### src/rtl/tcld_pkg.sv
package tcld_pkg;

  localparam int LINE_BYTES_DEF  = 20;
  localparam int WORD_MAX_DEF    = 18;
  localparam int OPERAND_MAX_DEF = 19;

  localparam int CMD_COUNT = 4;

  localparam logic [7:0] CH_NUL     = 8'd0;
  localparam logic [7:0] CH_CR      = 8'd13;
  localparam logic [7:0] CH_SPACE   = 8'h20;
  localparam logic [7:0] CH_MINUS   = 8'h2D;
  localparam logic [7:0] CH_ZERO    = 8'h30;
  localparam logic [7:0] CH_UPPER_A = 8'h41;
  localparam logic [7:0] CH_UPPER_Z = 8'h5A;
  localparam logic [7:0] CASE_STEP  = 8'h20;

  // Number reported for an empty operand: nothing minus the code of '0'.
  localparam logic [31:0] NUM_EMPTY = 32'hFFFF_FFD0;

  // Command words, lower case, padded with zeros. Bit k of the match flags
  // belongs to row k.
  localparam logic [7:0] CMD_TEXT [CMD_COUNT][8] = '{
    '{"l", "c", "d", 8'd0, 8'd0, 8'd0, 8'd0, 8'd0},
    '{"s", "e", "r", "v", "o", 8'd0, 8'd0, 8'd0},
    '{"l", "e", "d", "o", "n", 8'd0, 8'd0, 8'd0},
    '{"l", "e", "d", "o", "f", "f", 8'd0, 8'd0}
  };
  localparam logic [2:0] CMD_LEN [CMD_COUNT] = '{3'd3, 3'd5, 3'd5, 3'd6};

  localparam int CMD_LCD    = 0;
  localparam int CMD_SERVO  = 1;
  localparam int CMD_LED_ON = 2;
  localparam int CMD_LEDOFF = 3;

  typedef enum logic [2:0] {
    ACT_LCD_CLEAR = 3'd0,
    ACT_LCD_CHAR  = 3'd1,
    ACT_SERVO     = 3'd2,
    ACT_LED_ON    = 3'd3,
    ACT_LED_OFF   = 3'd4
  } action_e;

  typedef enum logic [1:0] {
    KIND_NONE  = 2'd0,
    KIND_LCD   = 2'd1,
    KIND_SERVO = 2'd2,
    KIND_LED   = 2'd3
  } kind_e;

  typedef enum logic [1:0] {
    LD_NONE   = 2'd0,
    LD_SINGLE = 2'd1,
    LD_HEAD   = 2'd2,
    LD_CHAR   = 2'd3
  } load_e;

  typedef struct packed {
    logic  take_byte;
    logic  clear_line;
    load_e load;
    logic  rd_en;
    logic  idx_clr;
    logic  idx_inc;
  } tcld_cmd_t;

  typedef struct packed {
    kind_e kind;
    logic  op_empty;
    logic  char_last;
    logic  eol;
    logic  out_free;
  } tcld_sts_t;

endpackage

### src/rtl/tcld_in_if.sv
interface tcld_in_if;
  logic       valid;
  logic       ready;
  logic [7:0] rx_byte;

  modport source (output valid, output rx_byte, input ready);
  modport sink (input valid, input rx_byte, output ready);
endinterface

### src/rtl/tcld_out_if.sv
interface tcld_out_if;
  logic              valid;
  logic              ready;
  logic [2:0]        action;
  logic signed [31:0] value;
  logic [1:0]        led_number;
  logic              last;

  modport source (output valid, output action, output value, output led_number,
                  output last, input ready);
  modport sink (input valid, input action, input value, input led_number,
                input last, output ready);
endinterface

### src/rtl/tcld_ram.sv
module tcld_ram #(
  parameter int WIDTH = 8,
  parameter int DEPTH = 19
) (
  input  logic                     clk_i,
  input  logic                     we_i,
  input  logic [$clog2(DEPTH)-1:0] waddr_i,
  input  logic [WIDTH-1:0]         wdata_i,
  input  logic                     re_i,
  input  logic [$clog2(DEPTH)-1:0] raddr_i,
  output logic [WIDTH-1:0]         rdata_o
);

  logic [WIDTH-1:0] mem_q [DEPTH];
  logic [WIDTH-1:0] rdata_q;

  always_ff @(posedge clk_i) begin
    if (we_i) begin
      mem_q[waddr_i] <= wdata_i;
    end
    if (re_i) begin
      rdata_q <= mem_q[raddr_i];
    end
  end

  assign rdata_o = rdata_q;

endmodule

### src/rtl/tcld_datapath.sv
module tcld_datapath #(
  parameter int LINE_BYTES  = tcld_pkg::LINE_BYTES_DEF,
  parameter int WORD_MAX    = tcld_pkg::WORD_MAX_DEF,
  parameter int OPERAND_MAX = tcld_pkg::OPERAND_MAX_DEF
) (
  input  logic                clk_i,
  input  logic                rst_ni,
  input  logic [7:0]          rx_byte_i,
  input  tcld_pkg::tcld_cmd_t cmd_i,
  output tcld_pkg::tcld_sts_t sts_o,
  input  logic                res_ready_i,
  output logic                res_valid_o,
  output logic [2:0]          action_o,
  output logic signed [31:0]  value_o,
  output logic [1:0]          led_number_o,
  output logic                last_o
);
  import tcld_pkg::*;

  localparam int LCW = $clog2(LINE_BYTES + 1);
  localparam int WLW = $clog2(WORD_MAX + 1);
  localparam int OLW = $clog2(OPERAND_MAX + 1);
  localparam int AW  = $clog2(OPERAND_MAX);

  logic [LCW-1:0]       line_count_q, line_count_d;
  logic                 space_seen_q, space_seen_d;
  logic [CMD_COUNT-1:0] match_q, match_d;
  logic [WLW-1:0]       word_length_q, word_length_d;
  logic [OLW-1:0]       op_len_q, op_len_d;
  logic [31:0]          acc_q, acc_d;
  logic                 neg_q, neg_d;
  logic [AW-1:0]        idx_q, idx_d;

  logic [7:0]           lower_byte;
  logic [CMD_COUNT-1:0] mismatch;
  logic [CMD_COUNT-1:0] hit;
  logic [31:0]          num;
  logic                 led_ok;
  kind_e                kind;
  logic                 ram_we;
  logic [7:0]           ram_rdata;

  logic                 res_valid_q;
  action_e              action_q;
  logic [31:0]          value_q;
  logic [1:0]           led_q;
  logic                 last_q;
  logic                 out_free;

  // Case-folded byte and its comparison against each command word.
  always_comb begin
    lower_byte = rx_byte_i;
    if (rx_byte_i inside {[CH_UPPER_A:CH_UPPER_Z]}) begin
      lower_byte = rx_byte_i + CASE_STEP;
    end
    for (int k = 0; k < CMD_COUNT; k++) begin
      mismatch[k] = (word_length_q >= WLW'(CMD_LEN[k])) ||
                    (lower_byte != CMD_TEXT[k][word_length_q[2:0]]);
    end
  end

  always_comb begin
    line_count_d  = line_count_q;
    space_seen_d  = space_seen_q;
    match_d       = match_q;
    word_length_d = word_length_q;
    op_len_d      = op_len_q;
    acc_d         = acc_q;
    neg_d         = neg_q;
    ram_we        = 1'b0;

    if (cmd_i.take_byte && rx_byte_i != CH_NUL && line_count_q < LCW'(LINE_BYTES)) begin
      line_count_d = line_count_q + LCW'(1);
      if (!space_seen_q) begin
        // A word that has reached its limit takes the next byte as separator.
        if (rx_byte_i == CH_SPACE || word_length_q >= WLW'(WORD_MAX)) begin
          space_seen_d = 1'b1;
        end else begin
          match_d       = match_q & ~mismatch;
          word_length_d = word_length_q + WLW'(1);
        end
      end else if (op_len_q < OLW'(OPERAND_MAX)) begin
        if (op_len_q == '0) begin
          if (rx_byte_i == CH_MINUS) begin
            neg_d = 1'b1;
          end else begin
            acc_d = {24'd0, rx_byte_i} - {24'd0, CH_ZERO};
          end
        end else begin
          acc_d = (acc_q << 3) + (acc_q << 1) + {24'd0, rx_byte_i} - {24'd0, CH_ZERO};
        end
        ram_we   = 1'b1;
        op_len_d = op_len_q + OLW'(1);
      end
    end

    if (cmd_i.clear_line) begin
      line_count_d  = '0;
      space_seen_d  = 1'b0;
      match_d       = '1;
      word_length_d = '0;
      op_len_d      = '0;
      acc_d         = '0;
      neg_d         = 1'b0;
    end
  end

  always_ff @(posedge clk_i or negedge rst_ni) begin
    if (!rst_ni) begin
      line_count_q  <= '0;
      space_seen_q  <= 1'b0;
      match_q       <= '1;
      word_length_q <= '0;
      op_len_q      <= '0;
      acc_q         <= '0;
      neg_q         <= 1'b0;
    end else begin
      line_count_q  <= line_count_d;
      space_seen_q  <= space_seen_d;
      match_q       <= match_d;
      word_length_q <= word_length_d;
      op_len_q      <= op_len_d;
      acc_q         <= acc_d;
      neg_q         <= neg_d;
    end
  end

  tcld_ram #(
    .WIDTH (8),
    .DEPTH (OPERAND_MAX)
  ) u_operand_ram (
    .clk_i   (clk_i),
    .we_i    (ram_we),
    .waddr_i (op_len_q[AW-1:0]),
    .wdata_i (rx_byte_i),
    .re_i    (cmd_i.rd_en),
    .raddr_i (idx_q),
    .rdata_o (ram_rdata)
  );

  always_comb begin
    idx_d = idx_q;
    if (cmd_i.idx_clr) begin
      idx_d = '0;
    end else if (cmd_i.idx_inc) begin
      idx_d = idx_q + AW'(1);
    end
  end

  always_ff @(posedge clk_i or negedge rst_ni) begin
    if (!rst_ni) begin
      idx_q <= '0;
    end else begin
      idx_q <= idx_d;
    end
  end

  // Line decision, taken from the line state once the carriage return is in.
  always_comb begin
    for (int k = 0; k < CMD_COUNT; k++) begin
      hit[k] = space_seen_q && match_q[k] && (word_length_q == WLW'(CMD_LEN[k]));
    end
    if (op_len_q == '0) begin
      num = NUM_EMPTY;
    end else if (neg_q) begin
      num = 32'd0 - acc_q;
    end else begin
      num = acc_q;
    end
    led_ok = (num[31:2] == '0) && (num[1:0] != 2'd0);
    if (hit[CMD_LCD]) begin
      kind = KIND_LCD;
    end else if (hit[CMD_SERVO]) begin
      kind = KIND_SERVO;
    end else if ((hit[CMD_LED_ON] || hit[CMD_LEDOFF]) && led_ok) begin
      kind = KIND_LED;
    end else begin
      kind = KIND_NONE;
    end
  end

  assign out_free = !res_valid_q || res_ready_i;

  always_ff @(posedge clk_i or negedge rst_ni) begin
    if (!rst_ni) begin
      res_valid_q <= 1'b0;
    end else if (cmd_i.load != LD_NONE) begin
      res_valid_q <= 1'b1;
    end else if (res_ready_i) begin
      res_valid_q <= 1'b0;
    end
  end

  always_ff @(posedge clk_i) begin
    case (cmd_i.load)
      LD_SINGLE: begin
        if (hit[CMD_SERVO]) begin
          action_q <= ACT_SERVO;
          value_q  <= num;
          led_q    <= 2'd0;
        end else begin
          if (hit[CMD_LED_ON]) begin
            action_q <= ACT_LED_ON;
          end else begin
            action_q <= ACT_LED_OFF;
          end
          value_q  <= 32'd0;
          led_q    <= num[1:0];
        end
        last_q <= 1'b1;
      end
      LD_HEAD: begin
        action_q <= ACT_LCD_CLEAR;
        value_q  <= 32'd0;
        led_q    <= 2'd0;
        last_q   <= (op_len_q == '0);
      end
      LD_CHAR: begin
        action_q <= ACT_LCD_CHAR;
        value_q  <= {24'd0, ram_rdata};
        led_q    <= 2'd0;
        last_q   <= sts_o.char_last;
      end
      default: begin
      end
    endcase
  end

  assign sts_o.kind      = kind;
  assign sts_o.op_empty  = (op_len_q == '0);
  assign sts_o.char_last = (OLW'(idx_q) == op_len_q - OLW'(1));
  assign sts_o.eol       = (rx_byte_i == CH_CR);
  assign sts_o.out_free  = out_free;

  assign res_valid_o  = res_valid_q;
  assign action_o     = action_q;
  assign value_o      = value_q;
  assign led_number_o = led_q;
  assign last_o       = last_q;

  a_load_when_free: assert property (@(posedge clk_i) disable iff (!rst_ni)
    (cmd_i.load != LD_NONE) |-> out_free)
    else $error("result register overwritten while still held");

  a_load_shows_valid: assert property (@(posedge clk_i) disable iff (!rst_ni)
    (cmd_i.load != LD_NONE) |=> res_valid_q)
    else $error("loaded result not presented");

  a_counts_bounded: assert property (@(posedge clk_i) disable iff (!rst_ni)
    (op_len_q <= OLW'(OPERAND_MAX)) && (line_count_q <= LCW'(LINE_BYTES)))
    else $error("line or operand count past its capacity");

endmodule

### src/rtl/tcld_ctrl.sv
module tcld_ctrl (
  input  logic                clk_i,
  input  logic                rst_ni,
  input  logic                in_valid_i,
  output logic                in_ready_o,
  input  tcld_pkg::tcld_sts_t sts_i,
  output tcld_pkg::tcld_cmd_t cmd_o
);
  import tcld_pkg::*;

  typedef enum logic [3:0] {
    S_IDLE   = 4'b0001,
    S_DECIDE = 4'b0010,
    S_READ   = 4'b0100,
    S_CHAR   = 4'b1000
  } state_e;

  state_e state_q, state_d;

  always_comb begin
    state_d    = state_q;
    in_ready_o = 1'b0;
    cmd_o      = '0;
    cmd_o.load = LD_NONE;

    case (state_q)
      S_IDLE: begin
        in_ready_o = 1'b1;
        if (in_valid_i) begin
          if (sts_i.eol) begin
            state_d = S_DECIDE;
          end else begin
            cmd_o.take_byte = 1'b1;
          end
        end
      end
      S_DECIDE: begin
        case (sts_i.kind)
          KIND_NONE: begin
            cmd_o.clear_line = 1'b1;
            state_d          = S_IDLE;
          end
          KIND_SERVO, KIND_LED: begin
            if (sts_i.out_free) begin
              cmd_o.load       = LD_SINGLE;
              cmd_o.clear_line = 1'b1;
              state_d          = S_IDLE;
            end
          end
          KIND_LCD: begin
            if (sts_i.out_free) begin
              cmd_o.load = LD_HEAD;
              if (sts_i.op_empty) begin
                cmd_o.clear_line = 1'b1;
                state_d          = S_IDLE;
              end else begin
                cmd_o.idx_clr = 1'b1;
                state_d       = S_READ;
              end
            end
          end
          default: begin
            state_d = S_IDLE;
          end
        endcase
      end
      S_READ: begin
        cmd_o.rd_en = 1'b1;
        state_d     = S_CHAR;
      end
      S_CHAR: begin
        // The operand byte is held in the memory's read register until taken.
        if (sts_i.out_free) begin
          cmd_o.load = LD_CHAR;
          if (sts_i.char_last) begin
            cmd_o.clear_line = 1'b1;
            state_d          = S_IDLE;
          end else begin
            cmd_o.idx_inc = 1'b1;
            state_d       = S_READ;
          end
        end
      end
      default: begin
        state_d = S_IDLE;
      end
    endcase
  end

  always_ff @(posedge clk_i or negedge rst_ni) begin
    if (!rst_ni) begin
      state_q <= S_IDLE;
    end else begin
      state_q <= state_d;
    end
  end

  a_eol_decides: assert property (@(posedge clk_i) disable iff (!rst_ni)
    (in_valid_i && in_ready_o && sts_i.eol) |=> (state_q == S_DECIDE))
    else $error("carriage return did not start the line decision");

  a_no_load_while_taking: assert property (@(posedge clk_i) disable iff (!rst_ni)
    in_ready_o |-> (cmd_o.load == LD_NONE))
    else $error("result loaded while input bytes are being taken");

  a_char_clear_on_last: assert property (@(posedge clk_i) disable iff (!rst_ni)
    (cmd_o.load == LD_CHAR && cmd_o.clear_line) |-> sts_i.char_last)
    else $error("line cleared before its last character was sent");

endmodule

### src/rtl/text_command_line_decoder.sv
// Text command line decoder. Received bytes build a line that splits at the
// first space into a command word (lcd, servo, ledon, ledoff, any letter case)
// and an operand; a carriage return ends the line and sends its results. An
// ordinary byte is taken whenever it is offered in the idle state, and the
// input stays ready while an earlier result waits at the output. After a
// carriage return the input is held off through a decision state, in which
// the first result is loaded once the output is free: a servo or LED line gives
// that one result, and an lcd line with n operand characters follows its
// clear-and-home result with n character results, each read through the operand
// memory's registered read port in a read state and sent from a character state.
// The input stays held off while the output stalls. No result appears for a
// line without a space, an unknown word or an LED number outside 1 to 3.
module text_command_line_decoder #(
  parameter int LINE_BYTES  = tcld_pkg::LINE_BYTES_DEF,
  parameter int WORD_MAX    = tcld_pkg::WORD_MAX_DEF,
  parameter int OPERAND_MAX = tcld_pkg::OPERAND_MAX_DEF
) (
  input  logic        clk_i,
  input  logic        rst_ni,
  tcld_in_if.sink     rx_i,
  tcld_out_if.source  res_o
);
  import tcld_pkg::*;

  tcld_cmd_t cmd;
  tcld_sts_t sts;

  tcld_ctrl u_ctrl (
    .clk_i      (clk_i),
    .rst_ni     (rst_ni),
    .in_valid_i (rx_i.valid),
    .in_ready_o (rx_i.ready),
    .sts_i      (sts),
    .cmd_o      (cmd)
  );

  tcld_datapath #(
    .LINE_BYTES  (LINE_BYTES),
    .WORD_MAX    (WORD_MAX),
    .OPERAND_MAX (OPERAND_MAX)
  ) u_datapath (
    .clk_i        (clk_i),
    .rst_ni       (rst_ni),
    .rx_byte_i    (rx_i.rx_byte),
    .cmd_i        (cmd),
    .sts_o        (sts),
    .res_ready_i  (res_o.ready),
    .res_valid_o  (res_o.valid),
    .action_o     (res_o.action),
    .value_o      (res_o.value),
    .led_number_o (res_o.led_number),
    .last_o       (res_o.last)
  );

endmodule
### src/flat_wrapper.sv
// flat-port wrapper written by rule: the top's interface ports become plain ports
module text_command_line_decoder_flat import tcld_pkg::*;
#(
  parameter int LINE_BYTES  = tcld_pkg::LINE_BYTES_DEF,
  parameter int WORD_MAX    = tcld_pkg::WORD_MAX_DEF,
  parameter int OPERAND_MAX = tcld_pkg::OPERAND_MAX_DEF
)
  (clk_i, rst_ni, rx_i_valid, rx_i_rx_byte, rx_i_ready, res_o_valid, res_o_action, res_o_value, res_o_led_number, res_o_last, res_o_ready);
  tcld_in_if rx_i_i ();
  tcld_out_if res_o_i ();
  input  logic clk_i;
  input  logic rst_ni;
  input wire logic [$bits(rx_i_i.valid)-1:0] rx_i_valid;
  input wire logic [$bits(rx_i_i.rx_byte)-1:0] rx_i_rx_byte;
  output wire logic [$bits(rx_i_i.ready)-1:0] rx_i_ready;
  output wire logic [$bits(res_o_i.valid)-1:0] res_o_valid;
  output wire logic [$bits(res_o_i.action)-1:0] res_o_action;
  output wire logic [$bits(res_o_i.value)-1:0] res_o_value;
  output wire logic [$bits(res_o_i.led_number)-1:0] res_o_led_number;
  output wire logic [$bits(res_o_i.last)-1:0] res_o_last;
  input wire logic [$bits(res_o_i.ready)-1:0] res_o_ready;
  assign rx_i_i.valid = rx_i_valid;
  assign rx_i_i.rx_byte = rx_i_rx_byte;
  assign rx_i_ready = rx_i_i.ready;
  assign res_o_valid = res_o_i.valid;
  assign res_o_action = res_o_i.action;
  assign res_o_value = res_o_i.value;
  assign res_o_led_number = res_o_i.led_number;
  assign res_o_last = res_o_i.last;
  assign res_o_i.ready = res_o_ready;
  text_command_line_decoder #(.LINE_BYTES(LINE_BYTES), .WORD_MAX(WORD_MAX), .OPERAND_MAX(OPERAND_MAX)) u_core (.clk_i(clk_i), .rst_ni(rst_ni), .rx_i(rx_i_i), .res_o(res_o_i));
endmodule
### config.mk
export PLATFORM = sky130hd
export DESIGN_NAME = text_command_line_decoder_flat
export DESIGN_NICKNAME = d
export VERILOG_FILES = /design/src/rtl/tcld_pkg.sv /design/src/rtl/tcld_in_if.sv /design/src/rtl/tcld_out_if.sv /design/src/rtl/tcld_ram.sv /design/src/rtl/tcld_datapath.sv /design/src/rtl/tcld_ctrl.sv /design/src/rtl/text_command_line_decoder.sv /design/src/flat_wrapper.sv
export SDC_FILE = /design/constraint.sdc
export NUM_CORES = 1
export LEC_CHECK = 0
export BUFFER_PORTS_ARGS = -buffer_cell sky130_fd_sc_hd__buf_2
export CORE_ASPECT_RATIO = 1.75
export CORE_MARGIN = 2
export CORE_UTILIZATION = 60
export CTS_BUF_LIST = sky130_fd_sc_hd__clkbuf_2
export DETAILED_ROUTE_END_ITERATION = 8
export PLACE_DENSITY = 0.77
export SLEW_MARGIN = 0
export SYNTH_ARGS = -nofsm -noshare
export SYNTH_HDL_FRONTEND = slang
export SYNTH_HIERARCHICAL = 1
export SYNTH_SLANG_ARGS = --single-unit
### constraint.sdc
create_clock -name clk_i -period 5.4 [get_ports clk_i]
set_input_delay 0.54 -clock clk_i [delete_from_list [all_inputs] [get_ports clk_i]]
set_output_delay 0.54 -clock clk_i [all_outputs]
set_load 0.005 [all_outputs]
==> flow_metrics.py <==
metrics = {
    "clock_tree": {
        "clk_pin_slew_worst_paths_ns": 0.11,
        "clock-root-buffer": "clkbuf_2",
        "htreeDepth": 2,
        "cts_sinks": 261,
        "cts_setup_buffers": 0,
        "cts_tree": "yes",
        "cts_buffer_depth": 3,
        "insertion_delay_ns": 0.91,
        "cts-buffers-inserted": 55,
    },
    "sta": {
        "relSlewSlack": 0.4230,
        "finalHoldViolCount": 0,
        "drv_slew": 0,
        "fin_ws_ns": 0.5187,
        "timing.hold.ws_ns": 0.04555,
        "max_clock_freq_mhz": 204.9,
        "worst_slew_pin_slew_ns": 0.8655,
        "finClkSkew_ns": 0.05833,
        "fin_setup_tns_ns": 0,
        "setup_viol": 0,
        "period_needed_ns": 4.881,
        "rsz0062_at_grt": "false",
        "post-route-period-util": 0.9039,
    },
    "detailed_routing": {
        "vias": 11193,
        "routed-wl-met2_microns": 21160,
        "post_drt_wl_per_cell_microns": 22.48,
        "routed_wirelength_microns": 39920,
        "drt-initial-drc-count": 879,
        "drt_drc_violations_left": 0,
        "firstDrtPassIters": 5,
        "wl_met1_microns": 12760,
        "routed_via_density": 6.302,
        "wl_met3_microns": 2177,
        "highest_layer": "met4",
        "final_antenna_net_count": 0,
    },
    "power": {
        "switching_share": 0.4852,
        "ir_drop_uv": 338.1,
        "p_per_area_nw_per_um2": 591.5,
        "power.share.clock": 0.120,
        "combPwrFrac": 0.599,
        "p_int_w": 0.004927,
        "pwr-share-seq": 0.281,
        "p_sw_w": 0.004644,
        "p_leak_nw": 6.275,
    },
    "logic_synthesis": {
        "ys_top_cells_by_area": "edfxtp_1 (39%), dfrtp_1 (9.6%), ha_1 (8.3%)",
        "postSynthCellCount": 1351,
        "synth.distinct_cells": 88,
        "synthArstFlopShare": 0.2414,
        "synth-seq-cells": 261,
        "ys_warn_count": 6,
        "ys_seq_area_frac": 0.4988,
        "synth_top_area_frac": 0.3940,
        "syn_area_per_cell_sq_um": 11.17,
        "syn_area_sq_um": 15090,
        "synthesis.nets": 1469,
        "yosysTopAreaCell": "edfxtp_1",
        "synth_edf_count": 198,
        "synth_ff_type": "edfxtp_1",
    },
    "place": {
        "dpl_worst_slack_ns": 0.7041,
        "io_buffers": 51,
        "dp_hpwl_microns": 28940,
        "place_area_sq_um": 15690,
        "gp_congestion": 0.9421,
    },
    "critical_path": {
        "crit_path_max_fanout": 9,
        "cp_slowest_cell": "nor4_1",
        "cpPeakStageDelay_ns": 0.67,
        "cp-start-kind": "flop",
        "worstPathArrival_ns": 5.68,
        "cp_top_family": "simple AND/OR/NAND/NOR gates",
        "crit_type": "flop to flop",
        "path_cells": "or4_1, nor4_1, nand2_1, o31ai_1, a32oi_1, nor4b_1, nand4_1, o21ai_1, buf_4, nor3_1, a21o_1, a21oi_1, nand2_1, nor2_1, a21oi_1, or3b_1",
        "worst_setup_path_end_kind": "flop",
        "cp_num_buf_inv": 1,
        "cp.required_ns": 6.20,
    },
    "cells_and_area": {
        "regArea_sq_um": 7530,
        "final_area_sq_um": 16180,
        "drive_gt1_frac": 0.1538,
        "final_common_cell": "edfxtp_1",
        "fill_cells": 1920,
        "area_growth_pct": 7.213,
        "final_nets": 1540,
        "final_cell_mix": "edfxtp_1 (198), inv_1 (112), nor2_1 (110)",
        "multi_input_area_sq_um": 6845,
    },
    "floorplanning": {
        "die_y_microns": 213.8,
        "initial_utilization": 0.6128,
        "rows": 76,
        "design.core.area_sq_um": 24630,
        "ios": 52,
        "die_w_microns": 123.9,
        "die-area_sq_um": 26490,
    },
    "global_routing": {
        "antenna_found_initial": 1,
        "grt_start_max_net_pins": 64,
        "grt_overflow": 0,
        "grt_pass1_wl_microns": 61560,
        "grt_pass1_vias": 11430,
        "grt.total_usage": 0.3151,
    },
    "run": {
        "maxCapViolations": 0,
    },
    "outcome": {
        "run_status": "finished clean",
    },
    "min_path": {
        "hp-class": "primary input to flop",
    },
}
-- cells by family (layout without fill, tap and decap cells) --
family	after synthesis	count (layout)	share of synthesized area
compound gates	274	274	0.1154
xor+xnor	73	73	0.04236
fa+ha+maj	106	106	0.09086
buf+inv	181	293	0.04800
flops	261	261	0.4988
mux	73	73	0.07959
other cells	0	1	0
simple gates	383	383	0.1249
-- power by group through the flow --
stage	registers [W]	logic, W	clock network [W]
global route	0.00271	0.00637	0.00128
finish	0.00269	0.00573	0.00115
CTS	0.00267	0.00561	0.00119
detailed placement	0.00272	0.00557	0
floorplan	0.00254	0.00420	0
global placement	0.00271	0.00546	0
-- cells in the mapped netlist (9+ instances only) --
cell	n
edfxtp_1	198
inv_1	112
nor2_1	110
nand2_1	104
ha_1	100
a21oi_1	78
o21ai_0	63
dfrtp_1	58
xnor2_1	55
clkbuf_1	52
mux2i_1	30
nand3_1	26
nor3_1	25
xor2_1	18
mux4_2	17
mux4_1	15
a21o_1	14
a31oi_1	13
or3_1	13
a211oi_1	12
nand2b_1	12
nand4_1	12
nor4_1	12
and3_1	11
mux2_2	11
o31ai_1	11
a22oi_1	9
and2_1	9
o21ai_1	9
-- area by class of cell --
type,instances,area share
diodes,1,0.0001547
clock buffers,83,0.02567
clock inverters,15,0.004098
inverters,112,0.02598
multi-input cells,909,0.4231
flip-flops and latches,261,0.4654
well taps,312,0.02413
repair buffers,83,0.03155
-- timing repair --
item                                   in CTS  in global routing
hold buffers                                1                  0
setup endpoints to repair                   0                  0
endpoints found under the hold margin      58                  0
resized for setup                           0                  0
-- registers in the layout (all words and copies together), names as in the netlist, 5 cells and up --
register	flops
u_core/u_datapath/acc_q	32
u_core/u_datapath/idx_q	5
u_core/u_datapath/line_count_q	5
u_core/u_datapath/op_len_q	5
u_core/u_datapath/u_operand_ram/mem_q	152
u_core/u_datapath/u_operand_ram/rdata_o	8
u_core/u_datapath/value_o	32
u_core/u_datapath/word_length_q	5
-- final timing paths --
| check | from | end | slack (ns) | cells past startpoint |
|---|---|---|---|---|
| setup reg to reg | u_core/u_datapath/acc_q[5] | u_core/u_datapath/acc_q[31] | 0.52 | 16 |
| setup / recovery | u_core/u_datapath/acc_q[5] | u_core/u_datapath/acc_q[31] | 0.52 | 16 |
| hold reg to reg | u_core/u_datapath/match_q[3] | u_core/u_datapath/match_q[3] | 0.52 | 1 |
| min in group asynchronous | rst_ni | u_core/u_datapath/acc_q[22] | 0.39 | 3 |
| hold / removal | rx_i_valid | u_core/u_ctrl/state_q[0] | 0.05 | 3 |
| max in group asynchronous | rst_ni | u_core/u_datapath/idx_q[0] | 4.38 | 3 |
-- per-layer routing --
metal,global-route usage,vias to the layer above
met5,0,-
met1,0.3005,5404
met4,0.2677,0
met3,0.06516,194
li1,-,5142
met2,0.5623,453
-- stage by stage --
step                      utilization  instances  power (W)
after detailed placement       0.6369       1676   0.008286
after global routing           0.6570       1776    0.01037
final                          0.6570       1776   0.009570
after floorplan                     -       1351   0.006744
after CTS                      0.6569       1775   0.009468
after global placement         0.6369       1676   0.008174
-- worst reg2reg max path: cells and delay by family (launching register included) --
kind | cells | cell delay (ns)
AOI/OAI and AO/OA | 6 | 1.24
buffers and inverters | 1 | 0.14
DFF | 1 | 0.48
and+or+nand+nor | 9 | 2.92
(Power assumes the default switching activity.)
